File: src/rtl/tto_pkg.sv
// Shared types and constants for the triangle overlap test pipeline.
package tto_pkg;

    typedef logic [1:0] kind_t;

    localparam kind_t KIND_NONE            = 2'd0;
    localparam kind_t KIND_EDGE            = 2'd1;
    localparam kind_t KIND_SECOND_IN_FIRST = 2'd2;
    localparam kind_t KIND_FIRST_IN_SECOND = 2'd3;

    // Edge k of a triangle runs from vertex EDGE_A[k] to vertex EDGE_B[k].
    localparam logic [1:0] EDGE_A [3] = '{2'd0, 2'd1, 2'd0};
    localparam logic [1:0] EDGE_B [3] = '{2'd1, 2'd2, 2'd2};

    typedef struct packed {
        logic pos;
        logic neg;
    } sgn_t;

    typedef struct packed {
        sgn_t [2:0][2:0] fe;
        sgn_t [2:0][2:0] se;
        sgn_t            ft;
        sgn_t            st;
        logic [2:0][2:0] fbox;
        logic [2:0][2:0] sbox;
    } geom_flags_t;

endpackage

File: src/rtl/tto_orient.sv
// Registered orientation test: sign of the cross product (b - a) x (c - a).
module tto_orient
    import tto_pkg::*;
#(
    parameter int COORD_WIDTH = 16
) (
    input  logic                          aclk,
    input  logic                          en,
    input  logic signed [COORD_WIDTH-1:0] ax,
    input  logic signed [COORD_WIDTH-1:0] ay,
    input  logic signed [COORD_WIDTH-1:0] bx,
    input  logic signed [COORD_WIDTH-1:0] by,
    input  logic signed [COORD_WIDTH-1:0] cx,
    input  logic signed [COORD_WIDTH-1:0] cy,
    output sgn_t                          sign
);

    localparam int PW = 2 * COORD_WIDTH + 2;

    logic signed [COORD_WIDTH:0] dbx, dby, dcx, dcy;
    logic signed [PW-1:0]        prod_l_next, prod_r_next;
    logic signed [PW-1:0]        prod_l_reg, prod_r_reg;
    logic        [PW:0]          diff;

    assign dbx = {bx[COORD_WIDTH-1], bx} - {ax[COORD_WIDTH-1], ax};
    assign dby = {by[COORD_WIDTH-1], by} - {ay[COORD_WIDTH-1], ay};
    assign dcx = {cx[COORD_WIDTH-1], cx} - {ax[COORD_WIDTH-1], ax};
    assign dcy = {cy[COORD_WIDTH-1], cy} - {ay[COORD_WIDTH-1], ay};

    assign prod_l_next = dbx * dcy;
    assign prod_r_next = dby * dcx;

    always_ff @(posedge aclk) begin
        if (en) begin
            prod_l_reg <= prod_l_next;
            prod_r_reg <= prod_r_next;
        end
    end

    assign diff     = {prod_l_reg[PW-1], prod_l_reg} - {prod_r_reg[PW-1], prod_r_reg};
    assign sign.neg = diff[PW];
    assign sign.pos = !diff[PW] && (diff != '0);

endmodule

File: config.mk
export PLATFORM = sky130hd
export DESIGN_NAME = tto_orient
export DESIGN_NICKNAME = d
export VERILOG_FILES = /design/src/rtl/tto_pkg.sv /design/src/rtl/tto_orient.sv
export SDC_FILE = /design/constraint.sdc
export NUM_CORES = 2
export LEC_CHECK = 0
export ABC_AREA = 1
export BUFFER_PORTS_ARGS = -buffer_cell sky130_fd_sc_hd__buf_4
export CORE_ASPECT_RATIO = 1.5
export CORE_UTILIZATION = 50
export CTS_BUF_LIST = sky130_fd_sc_hd__clkbuf_2 sky130_fd_sc_hd__clkbuf_4 sky130_fd_sc_hd__clkbuf_8
export DETAILED_ROUTE_END_ITERATION = 8
export PLACE_DENSITY = 0.66
export RECOVER_POWER = 25
export SLEW_MARGIN = 0
export SYNTH_ARGS = -nofsm -noshare
export SYNTH_HDL_FRONTEND = slang
export SYNTH_SLANG_ARGS = --single-unit
File: constraint.sdc
create_clock -name aclk -period 12.9 [get_ports aclk]
set_clock_uncertainty 0.05 [all_clocks]
set_input_delay 2.58 -clock aclk [delete_from_list [all_inputs] [get_ports aclk]]
set_output_delay 2.58 -clock aclk [all_outputs]
set_load 0.01 [all_outputs]
Word-level counts from Yosys, hierarchy flattened
Cells that the tools add are included.

storage, ports and cells
  flip-flop bits (word level) = 68
  bits of input ports = 98
  word-level logic and storage cells = 12
  output and inout bits = 2

cells by class
  reductions and logical operators = 3
  add/subtract/negate cells = 5
  $mul = 2

operators by type and width
  kind                          number
  multiplier 17 x 17 -> 34 bit  2
  subtractor 16 x 16 -> 17 bit  4
  nonzero test 35 bit           1
  subtractor 34 x 34 -> 35 bit  1
  logical AND 1 bit             1
  logical NOT 1 bit             1

Logic depth before layout (Yosys ltp)
  depth after elaboration = 3
  mapped depth = 38
  mapped depth without buffers = 37

Least setup slack after synthesis
OpenSTA, ideal clock, no wires.

  kind = input port to flip-flop
  start point = in bx[0]
  end point = reg prod_l_reg[30], data pin
  stages = 37
  library setup time = 0.262 ns
  setup slack = 3.618 ns
  path buffers = 1
  required time = 12.588 ns
  arrival = 8.969 ns
  cells stage by stage = inv_1 -> ha_1 -> fa_1 -> inv_1 -> a21oi_1 -> o21ai_2 -> nand3_1 -> nand2_1 -> nand3_1 -> o2111ai_1 -> or2_2 -> nand2_2 -> buf_4 -> nor2_1 -> inv_1 -> fa_1 -> inv_1 -> fa_1 -> inv_1 -> fa_1 -> inv_1 -> fa_1 -> fa_1 -> inv_1 -> fa_1 -> inv_1 -> ha_1 -> nand4_1 -> nor3_1 -> nand4_1 -> nand3_1 -> nand2_1 -> nand2_1 -> nand2_1 -> nand2_1 -> a21oi_1 -> xor2_1

between the ends
  longest elaborated chain between the ends = 2

RTL lines
  what                          RTL line          text
  start: declaration            tto_orient.sv:11  input logic signed [COORD_WIDTH-1:0] bx,
  subtractor 16 x 16 -> 17 bit  tto_orient.sv:25  assign dbx = {bx[COORD_WIDTH-1], bx} - {ax[COORD_WIDTH-1], ax};
  multiplier 17 x 17 -> 34 bit  tto_orient.sv:30  assign prod_l_next = dbx * dcy;
  named net prod_l_next[30]     tto_orient.sv:21  logic signed [PW-1:0] prod_l_next, prod_r_next;
  end signal: assignment        tto_orient.sv:35  prod_l_reg <= prod_l_next;
  end: declaration              tto_orient.sv:22  logic signed [PW-1:0] prod_l_reg, prod_r_reg;

The timed path passes the listed nets, and every way through them passes these cells.
A chain may end at the register's enable or synchronous reset.

Final worst setup path
  start point = in ay[0]
  end point = reg prod_l_reg[30], data pin

between the ends
  longest elaborated chain between the ends = 2

RTL lines
  what                          RTL line          text
  start: declaration            tto_orient.sv:10  input logic signed [COORD_WIDTH-1:0] ay,
  subtractor 16 x 16 -> 17 bit  tto_orient.sv:28  assign dcy = {cy[COORD_WIDTH-1], cy} - {ay[COORD_WIDTH-1], ay};
  multiplier 17 x 17 -> 34 bit  tto_orient.sv:30
  named net prod_l_next[30]     tto_orient.sv:21

The timed path passes the listed nets, and every way through them passes these cells.

==> metrics.txt <==
# TYPE chip_impl_metric gauge
chip_impl_info{name="status",value="complete, but fails checks"} 1
chip_impl_info{name="violated_checks",value="capacitance limit, slew limit"} 1
chip_impl_metric{name="grt_util_all_layers",unit=""} 0.2882
chip_impl_metric{name="die_width",unit="um"} 201.0
chip_impl_metric{name="cp_slowest_stage_delay",unit="ns"} 0.95
chip_impl_metric{name="worst_ep_required",unit="ns"} 12.96
chip_impl_metric{name="worst-slew-pin-transition",unit="ns"} 3.738
chip_impl_metric{name="synthCells",unit=""} 3794
chip_impl_info{name="worst-setup-path-type",value="in -> reg"} 1
chip_impl_metric{name="finalHoldViolations",unit=""} 0
chip_impl_info{name="dominantRegCellSynth",value="edfxtp_1"} 1
chip_impl_metric{name="count_of_yosys_warnings_during_synthesis",unit=""} 0
chip_impl_metric{name="fill_cells",unit=""} 5619
chip_impl_metric{name="flow.area_growth_from_synthesis",unit="%"} 6.347
chip_impl_metric{name="critical_path.max_fanout",unit=""} 9
chip_impl_metric{name="initialDrtViolationCount",unit=""} 1428
chip_impl_metric{name="via_density",unit=""} 5.205
chip_impl_metric{name="postSynthNetCount",unit=""} 4757
chip_impl_metric{name="finalCriticalPeriod",unit="ns"} 10.30
chip_impl_info{name="final_common_cell",value="inv_1"} 1
chip_impl_metric{name="final_critical_path_setup_slack",unit="ns"} 2.597
chip_impl_metric{name="route.vias.total",unit=""} 24260
chip_impl_metric{name="fin_tns_setup",unit="ns"} 0
chip_impl_metric{name="overflow",unit=""} 0
chip_impl_metric{name="drcViolationCount",unit=""} 0
chip_impl_metric{name="drtPass1Iterations",unit=""} 6
chip_impl_metric{name="synth_seq_cells",unit=""} 68
chip_impl_metric{name="worstPathBufferInverterCount",unit=""} 8
chip_impl_metric{name="ctsHtreeMaxLevel",unit=""} 3
chip_impl_metric{name="place.detailed.instances",unit=""} 4645
chip_impl_info{name="min-delay-path-class",value="in -> reg"} 1
chip_impl_metric{name="die_h",unit="um"} 300.5
chip_impl_metric{name="avgRoutedWirePerCell",unit="um"} 17.67
chip_impl_metric{name="slew_headroom",unit=""} -1.492
chip_impl_info{name="critPathMostFrequentCell",value="fa_1"} 1
chip_impl_metric{name="antenna_violating_nets_post_route",unit=""} 0
chip_impl_metric{name="cts_hold_buffers",unit=""} 0
chip_impl_info{name="rsz0062_at_grt",value="no"} 1
chip_impl_metric{name="multi_input_gate_area_in_the_final_layout",unit="um2"} 23570
chip_impl_metric{name="grt_first_pass_wirelength",unit="um"} 134700
chip_impl_metric{name="port_buffers",unit=""} 99
chip_impl_info{name="timing.critical_path.from_type",value="input port"} 1
chip_impl_metric{name="worstSetupPathDepth",unit=""} 29
chip_impl_info{name="cpMaxStageDelayCell",value="xnor2_1"} 1
chip_impl_metric{name="starting_density",unit=""} 0.5054
chip_impl_metric{name="dpl_worst_slack",unit="ns"} 2.271
chip_impl_metric{name="hold_path_depth",unit=""} 4
chip_impl_metric{name="antenna_cells",unit=""} 0
chip_impl_metric{name="seq_area",unit="um2"} 2042
chip_impl_info{name="layout_common_cells",value="inv_1, nand2_1, fa_1"} 1
chip_impl_metric{name="cts_buffers",unit=""} 9
chip_impl_metric{name="core_area",unit="um2"} 58780
chip_impl_metric{name="ys_async_sr_fraction",unit=""} 0
chip_impl_info{name="worst_path_dominant_cell_family",value="adder cells"} 1
chip_impl_info{name="hold_endpoint",value="prod_l_reg[0]"} 1
chip_impl_metric{name="floorplan.die_area",unit="um2"} 60420
chip_impl_metric{name="setup_violations",unit=""} 0
chip_impl_metric{name="placement_rows",unit=""} 109
chip_impl_metric{name="synth_cell_types",unit=""} 59
chip_impl_metric{name="clk_pin_slew_worst_paths",unit="ns"} 0.09
chip_impl_metric{name="post-cts-setup-buffers",unit=""} 0
chip_impl_info{name="worst_hold_startpoint",value="ax[0]"} 1
chip_impl_metric{name="fmaxAchievable",unit="GHz"} 0.09706
chip_impl_metric{name="synth_enable_flop_cells",unit=""} 68
chip_impl_metric{name="synth_area_per_cell",unit="um2"} 7.831
chip_impl_info{name="tritoncts",value="yes"} 1
chip_impl_metric{name="timing.hold.ws",unit="ns"} 2.929
chip_impl_metric{name="period_share",unit=""} 0.7987
chip_impl_metric{name="timing.final.max_slew_violations",unit=""} 69
chip_impl_metric{name="cp_data_arrival_time",unit="ns"} 10.36
chip_impl_info{name="crit_path_end_kind",value="register"} 1
chip_impl_metric{name="drt_wl_total",unit="um"} 82350
chip_impl_metric{name="cts.path.max_buffers",unit=""} 2
chip_impl_metric{name="antenna_found_initial",unit=""} 0
chip_impl_metric{name="fin_cells",unit=""} 4661
chip_impl_metric{name="cts_resized",unit=""} 0
chip_impl_metric{name="gpl.final_weighted_congestion",unit=""} 0.9701
chip_impl_info{name="clockRootBuffer",value="clkbuf_8"} 1
chip_impl_metric{name="final_layout_size_suffix_gt1_frac",unit=""} 0.05227
chip_impl_metric{name="num_io_pins",unit=""} 100
chip_impl_metric{name="largest_net_degree_at_the_start_of_global_routing",unit=""} 69
chip_impl_metric{name="nNetsFinal",unit=""} 4842
chip_impl_metric{name="cap_violations",unit=""} 1
chip_impl_metric{name="hpwl_after_dpl",unit="um"} 71850
chip_impl_metric{name="synth.yosys.seq_area_share",unit=""} 0.06873
chip_impl_metric{name="cts_num_sinks",unit=""} 68
chip_impl_metric{name="vias_in_the_first_global_route",unit=""} 26420
chip_impl_metric{name="post_synth_instance_area",unit="um2"} 29710
-- kinds of logic after synthesis --
logic type	synth area share
buffers and inverters	0.1389
and+or+nand+nor	0.1856
AOI/OAI and AO/OA	0.05530
xor gates and xnor gates	0.03613
DFF	0.06873
adders and majority gates	0.5154
-- routing by layer --
metal	up-vias	track usage	wire length, um
li1	11340	-	-
met1	11830	0.3171	29980
met2	818	0.5278	42010
met3	268	0.02424	3771
met4	0	0.1956	6591
met5	-	0	0
-- worst max-delay path by stage --
stage	end	slack, ns	start
global route	prod_l_reg[33]	2.05	ay[0]
detailed placement	prod_l_reg[30]	2.27	ay[0]
global placement	prod_l_reg[30]	2.47	ay[0]
CTS	prod_l_reg[33]	2.65	ay[0]
finish	prod_l_reg[30]	2.60	ay[0]
floorplan	prod_l_reg[30]	3.62	bx[0]
-- cells in the mapped netlist, types with 15 or more instances --
library cell | n | share of area
xor2_1 | 65 | 0.019
inv_1 | 1012 | 0.13
nand2_1 | 827 | 0.10
fa_1 | 598 | 0.40
nor2_1 | 391 | 0.049
a21oi_1 | 144 | 0.024
o21ai_0 | 54 | 0.0091
ha_1 | 267 | 0.11
buf_2 | 22 | 0.0037
clkbuf_1 | 19 | 0.0024
xnor2_1 | 47 | 0.014
nand3_1 | 78 | 0.013
nor3_1 | 21 | 0.0035
edfxtp_1 | 68 | 0.069
o21bai_1 | 15 | 0.0038
nand4_1 | 28 | 0.0059
-- stage by stage --
stage / cell area [um2] / utilization
finish: 31600 / 0.5375
global route: 31600 / 0.5375
CTS: 31600 / 0.5376
detailed placement: 31390 / 0.5341
global placement: 31390 / 0.5341
floorplan: 29710 / -
-- layout make-up --
type | count | area share
Multi-Input combinational cell | 2645 | 0.7461
Clock buffer | 9 | 0.003920
Clock inverter | 7 | 0.002574
Tap cell | 777 | 0.03077
Timing Repair Buffer | 125 | 0.02958
Sequential cell | 68 | 0.06463
Inverter | 1030 | 0.1224
Power is left out: the tool's default activity adds up to more than one toggle a clock period on the data nets, which glitch-free logic cannot reach.
