## src/rtl/tto_inbox.sv

```systemverilog
// Registered bounding box test: point c within the box spanned by a and b.
module tto_inbox #(
    parameter int COORD_WIDTH = 16
) (
    input  logic                          aclk,
    input  logic                          en,
    input  logic signed [COORD_WIDTH-1:0] ax,
    input  logic signed [COORD_WIDTH-1:0] ay,
    input  logic signed [COORD_WIDTH-1:0] bx,
    input  logic signed [COORD_WIDTH-1:0] by,
    input  logic signed [COORD_WIDTH-1:0] cx,
    input  logic signed [COORD_WIDTH-1:0] cy,
    output logic                          hit
);

    logic signed [COORD_WIDTH-1:0] lx, hx, ly, hy;
    logic                          hit_next;
    logic                          hit_reg;

    assign lx = (ax < bx) ? ax : bx;
    assign hx = (ax < bx) ? bx : ax;
    assign ly = (ay < by) ? ay : by;
    assign hy = (ay < by) ? by : ay;

    assign hit_next = (cx >= lx) && (cx <= hx) && (cy >= ly) && (cy <= hy);

    always_ff @(posedge aclk) begin
        if (en) begin
            hit_reg <= hit_next;
        end
    end

    assign hit = hit_reg;

endmodule

```

## config.mk

```make
export PLATFORM = sky130hd
export DESIGN_NAME = tto_inbox
export DESIGN_NICKNAME = d
export VERILOG_FILES = /design/src/rtl/tto_inbox.sv
export SDC_FILE = /design/constraint.sdc
export NUM_CORES = 1
export LEC_CHECK = 0
export BUFFER_PORTS_ARGS = -buffer_cell sky130_fd_sc_hd__buf_2
export CAP_MARGIN = 20
export CORE_MARGIN = 2
export CORE_UTILIZATION = 35
export DETAILED_ROUTE_END_ITERATION = 16
export PLACE_DENSITY = 0.71
export SYNTH_ARGS = -nofsm -noshare
export SYNTH_HDL_FRONTEND = slang
export SYNTH_SLANG_ARGS = --single-unit
```

## constraint.sdc

```tcl
create_clock -name aclk -period 5 [get_ports aclk]
set_clock_uncertainty 0.05 [all_clocks]
set_input_delay 0.75 -clock aclk [delete_from_list [all_inputs] [get_ports aclk]]
set_output_delay 0.75 -clock aclk [all_outputs]
set_load 0.005 [all_outputs]
```

======== After elaboration in Yosys (flattened, before gate mapping) ========
Index checks and enable logic that the tools add are counted.
word-level totals
  logic and storage cells ................. 14
  flip-flop bits (word level) ............. 1
  output and inout bits ................... 1
  input bits .............................. 98
cells by class
  multiplexer cells ....................... 4
  order comparisons ....................... 6
  reductions and logical operators ........ 3
operator list
  kind                                count
  2-to-1 mux 16 bit                   4
  greater-or-equal comparator 16 bit  2
  less-or-equal comparator 16 bit     2
  < comparator 16 bit                 2
  logical AND 1 bit                   3

======== Longest topological paths before layout ========
Gate-level depths: netlist (run 1).
  depth in word-level cells ............... 6
  mapped depth ............................ 18
  depth with buffers taken out ............ 17

======== Worst setup path before layout (run 1) ========
OpenSTA, ideal clock, no wires.
  kind .................................... input port to flip-flop
  start point ............................. input port by[6]
  end point ............................... register hit_reg, in the netlist hit, data pin
  stages .................................. 17
  arrival ................................. 4181 ps
  setup time .............................. 275 ps
  data required time ...................... 4675 ps
  path slack .............................. 494 ps
  buffers on the path ..................... 1
  path through ............................ inv_1 ha_1 a21o_1 a22o_1 a311o_1 a211oi_4 xnor2_1 buf_2 mux2_1 ha_1 nand2b_1 a21o_1 a21o_1 a21oi_1 nor4_1 a2111oi_0 a2111oi_0
on the way
  word-level cells in the longest chain between the ends .. 5
  elaborated cells between the ends (all ways) .. 7
  classes of those cells .................. order compare (3); mux (2); reduce/logical (2)
RTL lines
  what                                line    RTL
  start, declared                     10      input logic signed [COORD_WIDTH-1:0] by,
  < comparator 16 bit                 22, 23
  2-to-1 mux 16 bit                   22      assign ly = (ay < by) ? ay : by;
  greater-or-equal comparator 16 bit  25      assign hit_next = (cx >= lx) && (cx <= hx) && (cy >= ly) && (cy <= hy);
  logical AND 1 bit                   25
  logical AND 1 bit (*)               25
  via hit_next                        17      logic hit_next;
  end signal, assigned                29      hit_reg <= hit_next;
  end, declared                       18      logic hit_reg;
Mark *: on every way through the listed nets, which the timed path passes. The rest lies on a longest branch.
A chain may end at the register's enable or synchronous reset.

======== Final worst setup path (run 1) ========
  start point ............................. input port ay[6]
  end point ............................... register hit_reg, in the netlist hit, data pin
on the way
  word-level cells in the longest chain between the ends .. 5
  elaborated cells between the ends (all ways) .. 7
  classes of those cells .................. order compare (3); mux (2); reduce/logical (2)
RTL lines
  what                                line    RTL
  start, declared                     8       input logic signed [COORD_WIDTH-1:0] ay,
  < comparator 16 bit                 22, 23
  2-to-1 mux 16 bit                   22
  greater-or-equal comparator 16 bit  25
  logical AND 1 bit                   25
  logical AND 1 bit (*)               25
  via hit_next                        17
Marked as above.

==> results of run 1 <==
## worst paths after layout
kind | start | to | slack [ps] | depth (start not counted)
setup / recovery | ay[6] | hit | 170 | 16
hold / removal | en | hit | 930 | 1
## power by group through the flow
stage	Sequential (mW)	Clock, mW	Combinational, mW
after floorplan	0.0108	0	0.345
after global placement	0.0106	0	0.483
after detailed placement	0.0106	0	0.500
after CTS	0.0106	0	0.503
after global routing	0.0106	0	0.574
final	0.0106	0	0.505
## synthesized netlist by cell type, types with 3 or more instances
cell type / n
nor4_1: 3
nand3_1: 6
a2111oi_0: 4
a21o_1: 11
nor2_1: 11
nand2_1: 19
o21ai_0: 11
a211oi_1: 4
mux2i_1: 60
ha_1: 94
inv_1: 37
nand4_1: 13
buf_2: 4
a21oi_1: 35
nand2b_1: 4
## through the flow
stage	instances	utilization	cell area (um2)	worst slack, ps
after global routing	544	0.4525	3515	15.57
after detailed placement	544	0.4510	3503	208.5
after CTS	544	0.4510	3503	166.6
after floorplan	343	-	2834	493.9
after global placement	544	0.4510	3503	305.8
final	544	0.4525	3515	170.4
## logic make-up (layout without fill, tap and decap cells)
logic type,after synthesis,count (layout),synth area share
AO/OA/AOI/OAI,77,77,0.1740
XOR/XNOR,2,2,0.006182
adder cells (fa/ha/maj),94,94,0.4150
buffers and inverters,43,142,0.05872
flip-flops,1,1,0.01060
multiplexers,64,64,0.2278
AND/OR/NAND/NOR,62,62,0.1077
## layer usage
metal | wire [um] | part of all wire | track usage | vias up
met5 | 0 | 0 | 0 | -
met4 | 129 | 0.017 | 0.01932 | 0
met3 | 424 | 0.055 | 0.01284 | 10
met2 | 3737 | 0.49 | 0.3369 | 86
met1 | 3373 | 0.44 | 0.2101 | 1298
li1 | - | - | - | 1508
## worst max-delay path, stage by stage
cell       delay [ps]
buf_2             120
ha_1              300
a21o_1            190
a22o_1            220
a311o_1           350
a211oi_4          410
xnor2_4           230
mux2_1            360
ha_1              260
nand2b_1          140
a21o_1            170
a21o_1            170
a21oi_1           240
nor4_1             90
a2111oi_0         380
a2111oi_0         120
## area by class of cell
class | count | area, um2 | share of cell area
inverter | 37 | 138.9 | 0.03952
multi-input combinational | 299 | 2675 | 0.7611
sequential | 1 | 30.03 | 0.008544
tap | 102 | 127.6 | 0.03631
timing repair buffer | 105 | 543.0 | 0.1545
==> results.md, run 1 <==
* CP Data Arrival Time at 4500 ps
* Fillers at 795
* Most frequent cells in the layout: buf_2 (98), ha_1 (94), mux2i_1 (60)
* First-pass GRT wire length at roughly 13000 um
* Setup Buffers After CTS at 0
* Die W at ~94 um
* Clock power frac at 0
* Detail Route Antenna Nets at 0
* Worst-Margin Slew at between 400 and 500 ps
* Ratio of cells with drive above 1 in the final layout at 0.2489
* Type of origin of the critical path: input pin
* Vias in the first global route at 2979
* Total track usage at 0.1727
* Layout area overhead at 24.02%
* Power density over cell area at around 150 nW/um2
* Post-route clock period utilization at 0.9659
* Syn Area/Cell at 8.262 um2
* Top Ports at about 100
* GP Congestion at around 0.87
* Initial detailed-routing violation count at 47
* Leakage at about 2.0 nW
* Worst Path Required at between 4000 and 5000 ps
* Unique masters post-synth at 35
* Status: finished, final reports clean
* Design Power at between 0.5 and 0.6 mW
* RSZ-0062 raised after global routing: no
* CP Class: in2reg
* Largest net degree at the start of global routing at 15
* Number of antenna violations at the first check in global routing at 1
* Synth area leaders: ha_1 (42%), mux2i_1 (21%), a21oi_1 (6.2%)
* Share of Yosys cell area claimed by the top area cell type at 0.4150
* Hold Fails Final Rpt at 0
* Core box area at 7767 um2
* DRC Markers at 0
* Max-slew violations at 0
* Largest area contributor in the netlist: ha_1
* Max FFs per register at 1
* N_diodes at 0
* DRT Pass-1 Iters at 4
* Ys Warns at 0
* Final WL at roughly 7700 um
* Switch Pwr at about 0.26 mW
* Die Y at 93.99 um
* DIE AREA at a little under 9000 um2
* Synthesized netlist cell count at 343
* Layout net count at 636
* Final Critical Period at around 4800 ps
* Row cnt at 32
* Wire length per cell at about 14 um
* Initial Utilization at 0.3649
* Via Count at between 2000 and 3000
* PortBufs at 98
* Pint at between 0.2 and 0.3 mW
* Post-CTS sizing at 0
* Element type at the critical path end: flip-flop
* Net count after synthesis at about 540
* Post-DP HPWL at between 7000 and 8000 um
* Post-synth EDFFs at 1
* #FFs+latches synth at 1
* Grt total ovfl at 0
* Vias/cell at between 5 and 6
* Setup TNS at 0 ps
* Post-synthesis cell area at 2834 um2
* Number of max-cap violations at 0
* FFs w/ async S/R, synth at 0
* CTS Hold Bufs at 0
* Reg power frac at 0.021
* HP Class: in2reg
* Hold slack at slightly above 900 ps
* Worst IR Drop VDD at approximately 0.073 mV
* Leading cell type in the layout, fill and taps excluded: buf_2
* Fmax at slightly above 200 MHz
* Ys flop type: edfxtp_1
* Sw Share at 0.5057
* Seq/Total Area, Yosys at 0.01060
* CP max FO at 8
* Combinational power share at 0.979
* Worst-path clk slew at 0 ps
* Endpoints failing setup at 0
* Worst slew margin at 0.6679
No activity file was read; power rests on OpenSTA's default activity.
==> run 2: changes to the inputs <==
--- a/config.mk
+++ b/config.mk
@@ -11,6 +11,7 @@
 export CORE_UTILIZATION = 35
 export DETAILED_ROUTE_END_ITERATION = 16
 export PLACE_DENSITY = 0.71
+export REMOVE_ABC_BUFFERS = 1
 export SYNTH_ARGS = -nofsm -noshare
 export SYNTH_HDL_FRONTEND = slang
 export SYNTH_SLANG_ARGS = --single-unit
==> run 2 against run 1 <==
Hold slack worse by 16 ps. Largest cell class unchanged. Critical endpoint unchanged. Fmax is 2.2% higher. Final cell count is 0.37% higher. Critical path depth is 1 higher. Sequential power hardly changed. Final area is 0.93% higher. Power is 1.5% higher. Worst setup slack better by 100 ps. Utilization is 0.42 points higher.
==> results.md, run 2 (synthesized netlist as in run 1, its figures left out) <==
* Detail Route Antenna Nets at 0 (unchanged)
* Worst IR Drop VDD at 0.08176 mV (+12%)
* Max FFs per register at 1 (unchanged)
* CTS Hold Bufs at 0 (unchanged)
* Most frequent cells in the layout: buf_2 (98), ha_1 (94), mux2i_1 (60)
* # placed instances at 545 (+0.18%)
* Critical hold path startpoint: en
* Fin util at 0.4567 (+0.004188)
* Max-slew violations at 0 (unchanged)
* Fillers at 795 (unchanged)
* Grt total ovfl at 0 (unchanged)
* Worst Path Required at 4670 ps (about the same)
* Combinational power share at 0.979 (about the same)
* Post-DP HPWL at 6851 um (-2.2%)
* Number of antenna violations at the first check in global routing at 0 (-1)
* Pint at 0.2611 mW (+2.5%)
* Vias/cell at 5.286 (-0.92%)
* Hold Fails Final Rpt at 0 (unchanged)
* Largest net degree at the start of global routing at 12 (-3)
* Worst slew margin at 0.7162 (+0.04828)
* Final WL at 7452 um (-2.8%)
* Worst-path clk slew at 0 ps (unchanged)
* Post-Place Worst Slack at 194.7 ps (-13.77 ps)
* Initial detailed-routing violation count at 28 (-40%)
* Leading cell type in the layout, fill and taps excluded: buf_2
* Setup WS post-layout at 273.7 ps (+103.2 ps)
* Ratio of cells with drive above 1 in the final layout at 0.2545 (+0.005636)
* HP Class: in2reg
* Sw Share at 0.5006 (-0.005093)
* Non-filler instance count after layout at 546 (+0.37%)
* N_diodes at 0 (unchanged)
* Number of max-cap violations at 0 (unchanged)
* Die Y at 93.99 um (unchanged)
* Layout net count at 638 (+0.31%)
* PortBufs at 98 (unchanged)
* CP Class: in2reg
* DIE AREA at 8833 um2 (unchanged)
* Element type at the critical path end: flip-flop
* DRC Markers at 0 (unchanged)
* Row cnt at 32 (unchanged)
* Vias in the first global route at 3016 (+1.2%)
* Final Critical Period at 4726 ps (-103.2 ps)
* Post-route clock period utilization at 0.9453 (-0.02065)
* CP max FO at 8 (unchanged)
* Multi-input gate area at 2681 um2 (+0.23%)
* Power density over cell area at 147.4 nW/um2 (+0.55%)
* Initial Utilization at 0.3649 (unchanged)
* RSZ-0062 raised after global routing: no
* Fmax at 211.6 MHz (+2.2%)
* CP Data Arrival Time at 4400 ps (-100 ps)
* Wire length per cell at 13.65 um (-3.1%)
* First-pass GRT wire length at 12290 um (-3.6%)
* GP Congestion at 0.8526 (-2.4%)
* Leakage at 2.027 nW (+0.87%)
* Reg power frac at 0.021 (about the same)
* FF+latch area at 30.03 um2 (unchanged)
* DRT Pass-1 Iters at 6 (+2)
* Total track usage at 0.1654 (-0.007358)
* Clock power frac at 0 (unchanged)
* Hold path depth at 1 (unchanged)
* Top Ports at 99 (unchanged)
* Hold endpoint: hit
* Type of origin of the critical path: input pin
* Core box area at 7767 um2 (unchanged)
* Layout area overhead at 25.17%
* Endpoints failing setup at 0 (unchanged)
* Via Count at 2886 (-0.55%)
* Die W at 93.99 um (unchanged)
* Worst-Margin Slew at 421.3 ps (-64.32 ps)
* Switch Pwr at 0.2616 mW (+0.45%)
* Status: finished, final reports clean
[run 2: cell types whose count changed in the layout (fill, tap and decap cells not counted), sizes merged]
cell  before  now
buf      105  107
[run 2: what timing repair did]
item / 4_1_cts / 5_1_grt
endpoints found under the setup margin: 0 / 1
setup buffers: 0 / 1
gates resized for setup: 0 / 6
[run 2: stage by stage]
step           instance area (um2)  power [mW]  TNS [ps]  hold slack (ps)
2_1_floorplan                 2806      0.3655    -883.0            812.5
3_3_place_gp                  3511      0.4934         0            915.8
3_5_place_dp                  3511      0.5131         0            907.0
4_1_cts                       3511      0.5169         0            907.0
5_1_grt                       3547      0.5922         0            910.7
6_report                      3547      0.5227         0            911.1
[run 2: final cells by class]
| class | count | share of cell area |
|---|---|---|
| Multi-Input combinational cell | 299 | 0.7559 |
| Inverter | 37 | 0.03915 |
| Timing Repair Buffer | 107 | 0.1605 |
| Sequential cell | 1 | 0.008466 |
| Tap cell | 102 | 0.03598 |
[run 2: worst max-delay path: stages]
cell and delay, ps:
buf_2 100, inv_1 40, ha_1 280, a21o_1 180, a22o_1 220, a311o_1 370, a211oi_4 360, xnor2_4 240
mux2_1 380, ha_1 260, nand2b_1 140, a21o_1 170, a21o_1 160, a21oi_1 180, nor4_1 70, a2111oi_0 370
a2111oi_0 110
[run 2: how the worst max path moves through the flow]
stage,start,end,slack (ps),cells past startpoint
after CTS,by[6],hit,180,18
after floorplan,by[11],hit,-880,17
after global routing,by[6],hit,9,18
after detailed placement,by[6],hit,190,18
after global placement,ay[6],hit,300,17
final,by[6],hit,270,17
[run 2: routing by layer]
metal  wire, um  part of all wire  GRT usage  vias up
li1           -                 -          -     1506
met1       3071              0.41     0.1870     1300
met2       3957              0.53     0.3482       76
met3        387             0.052   0.008026        4
met4         36            0.0048   0.008454        0
met5          0                 0          0        -
[run 2: power by group through the flow]
| stage | sequential (mW) | combinational [mW] | clock, mW |
|---|---|---|---|
| 2_1_floorplan | 0.0108 | 0.355 | 0 |
| 3_3_place_gp | 0.0111 | 0.482 | 0 |
| 3_5_place_dp | 0.0111 | 0.502 | 0 |
| 4_1_cts | 0.0111 | 0.506 | 0 |
| 5_1_grt | 0.0111 | 0.581 | 0 |
| 6_report | 0.0109 | 0.512 | 0 |
==> run 3: changes to the inputs <==
--- a/config.mk
+++ b/config.mk
@@ -10,7 +10,6 @@
 export CORE_MARGIN = 2
 export CORE_UTILIZATION = 35
 export DETAILED_ROUTE_END_ITERATION = 16
-export PLACE_DENSITY = 0.71
 export REMOVE_ABC_BUFFERS = 1
 export SYNTH_ARGS = -nofsm -noshare
 export SYNTH_HDL_FRONTEND = slang
==> constraint.sdc (replaced) <==
create_clock -name aclk -period 4.7 [get_ports aclk]
set_clock_uncertainty 0.05 [all_clocks]
set_input_delay 0.705 -clock aclk [delete_from_list [all_inputs] [get_ports aclk]]
set_output_delay 0.705 -clock aclk [all_outputs]
set_load 0.005 [all_outputs]
==> run 3 against run 2 <==
Die area did not move. Sequential cell count did not move. Final cell count rose by 1.3%. Sequential power rose by 6%. Via count fell by 1.3%. Sequential share of layout area barely moved. Critical path type unchanged. Global-route usage fell by 1.1 points. Largest cell class unchanged. Worst setup slack got worse by 110 ps. Hold slack got worse by 31 ps. Highest routed layer unchanged.
==> results.md, run 3 (synthesized netlist as in run 1, its figures left out) <==
* Fmax at 220.3 MHz
* Layout net count at 645 (+1.1%)
* Worst slew margin at 0.6707 (-0.04543)
* Max-slew violations at 0 (unchanged)
* Post-DP HPWL at 6581 um (-3.9%)
* Vias in the first global route at 2718 (-9.9%)
* First-pass GRT wire length at 11300 um (-8.0%)
* Design Power at 0.5905 mW (+13%)
* PortBufs at 98 (unchanged)
* DRC Markers at 0 (unchanged)
* Worst-path clk slew at 0 ps (unchanged)
* Core box area at 7767 um2 (unchanged)
* Ratio of cells with drive above 1 in the final layout at 0.2772 (+0.02266)
* Combinational power share at 0.980 (about the same)
* Via Count at 2849 (-1.3%)
* Endpoints failing setup at 0 (unchanged)
* Worst IR Drop VDD at 0.06784 mV (-17%)
* Sw Share at 0.4862 (-0.01436)
* N_diodes at 0 (unchanged)
* Final Critical Period at 4539 ps
* Power density over cell area at 161.6 nW/um2 (+9.7%)
* Pint at 0.3034 mW (+16%)
* GP Congestion at 0.8964 (+5.1%)
* Reg power frac at 0.020 (about the same)
* Die W at 93.99 um (unchanged)
* Max FFs per register at 1 (unchanged)
* Grt total ovfl at 0 (unchanged)
* DRT Pass-1 Iters at 4 (-2)
* Top Ports at 99 (unchanged)
* Final WL at 7198 um (-3.4%)
* Wire length per cell at 13.02 um (-4.6%)
* Most frequent cells in the layout: buf_2 (98), ha_1 (94), mux2i_1 (60)
* Leading cell type in the layout, fill and taps excluded: buf_2
* Hold slack at 880.1 ps (-31.00 ps)
* Cell Area, Placed at 3531 um2 (+0.57%)
* Worst Path Required at 4380 ps (-290 ps)
* Type of origin of the critical path: input pin
* CTS Hold Bufs at 0 (unchanged)
* Layout area overhead at 28.92%
* DIE AREA at 8833 um2 (unchanged)
* Hold Fails Final Rpt at 0 (unchanged)
* Switch Pwr at 0.2871 mW (+9.7%)
* CP Class: in2reg
* Largest net degree at the start of global routing at 23 (+11)
* Die Y at 93.99 um (unchanged)
* Initial Utilization at 0.3649 (unchanged)
* Worst-Margin Slew at 488.7 ps (+67.44 ps)
* Post-route clock period utilization at 0.9657
* Element type at the critical path end: flip-flop
* Number of max-cap violations at 0 (unchanged)
* Vias/cell at 5.152 (-2.5%)
* Status: finished, final reports clean
* CP max FO at 4 (-4)
* CP Data Arrival Time at 4220 ps (-180 ps)
* Finished Cell Area at 3654 um2 (+3.0%)
* Total track usage at 0.1547 (-0.01070)
* Initial detailed-routing violation count at 45 (+61%)
* Detail Route Antenna Nets at 0 (unchanged)
* Number of antenna violations at the first check in global routing at 0 (unchanged)
* Clock power frac at 0 (unchanged)
* Row cnt at 32 (unchanged)
* HP Class: in2reg
* Leakage at 2.077 nW (+2.5%)
## run 3: cell types whose count changed in the layout (fill, tap and decap cells not counted), moves of 3 or more
| cell | change |
|---|---|
| o21ai_0 | -3 |
| buf_4 | +6 |
| a2111oi_2 | +4 |
| o21ai_1 | +3 |
| a2111oi_0 | -3 |
## run 3: through the flow
step / setup TNS (ps) / util / instances / worst slack [ps]
3_3_place_gp: 0 / 0.4546 / 546 / 188.3
6_report: 0 / 0.4704 / 553 / 161.2
2_1_floorplan: -1138 / - / 337 / -1138
5_1_grt: -49.34 / 0.4704 / 553 / -49.34
4_1_cts: 0 / 0.4546 / 546 / 8.780
3_5_place_dp: 0 / 0.4546 / 546 / 37.55
## run 3: routing by layer
metal  up-vias  wire [um]  global-route usage
li1       1521          -                   -
met1      1239       3085              0.1874
met2        81       3573              0.3018
met3         8        417            0.007223
met4         0        122             0.02536
met5         -          0                   0
## run 3: path summary, 6_finish.rpt
check / to / from / slack (ps) / cells past startpoint
hold / removal: hit / en / 880 / 1
setup / recovery: hit / by[6] / 160 / 17
## run 3: worst max-delay path: stages
cell       delay (ps)
buf_2             100
inv_1              40
ha_1              280
a21o_1            190
a22o_1            220
a311o_1           350
a211oi_4          330
xnor2_4           190
mux2_1            350
ha_1              270
nand2b_1          140
a21o_1            170
a21o_1            180
a21oi_2           170
nor4_1             80
a2111oi_2         370
a2111oi_2          80
## run 3: layout make-up
type                            instances  area, um2
Inverter                               37      138.9
Multi-Input combinational cell        299       2709
Timing Repair Buffer                  114      648.1
Sequential cell                         1      30.03
Fill cell                             798       4114
Tap cell                              102      127.6
## run 3: what timing repair did
action                                  in CTS  in global routing
buffers inserted                             0                  6
endpoints found under the setup margin       0                  1
gates resized for setup                      0                 16
## run 3: power by group through the flow
stage               registers (mW)  clock network [mW]  logic (mW)
finish                      0.0116                   0       0.579
global route                0.0118                   0       0.655
CTS                         0.0116                   0       0.540
detailed placement          0.0116                   0       0.536
global placement            0.0118                   0       0.524
floorplan                   0.0115                   0       0.377
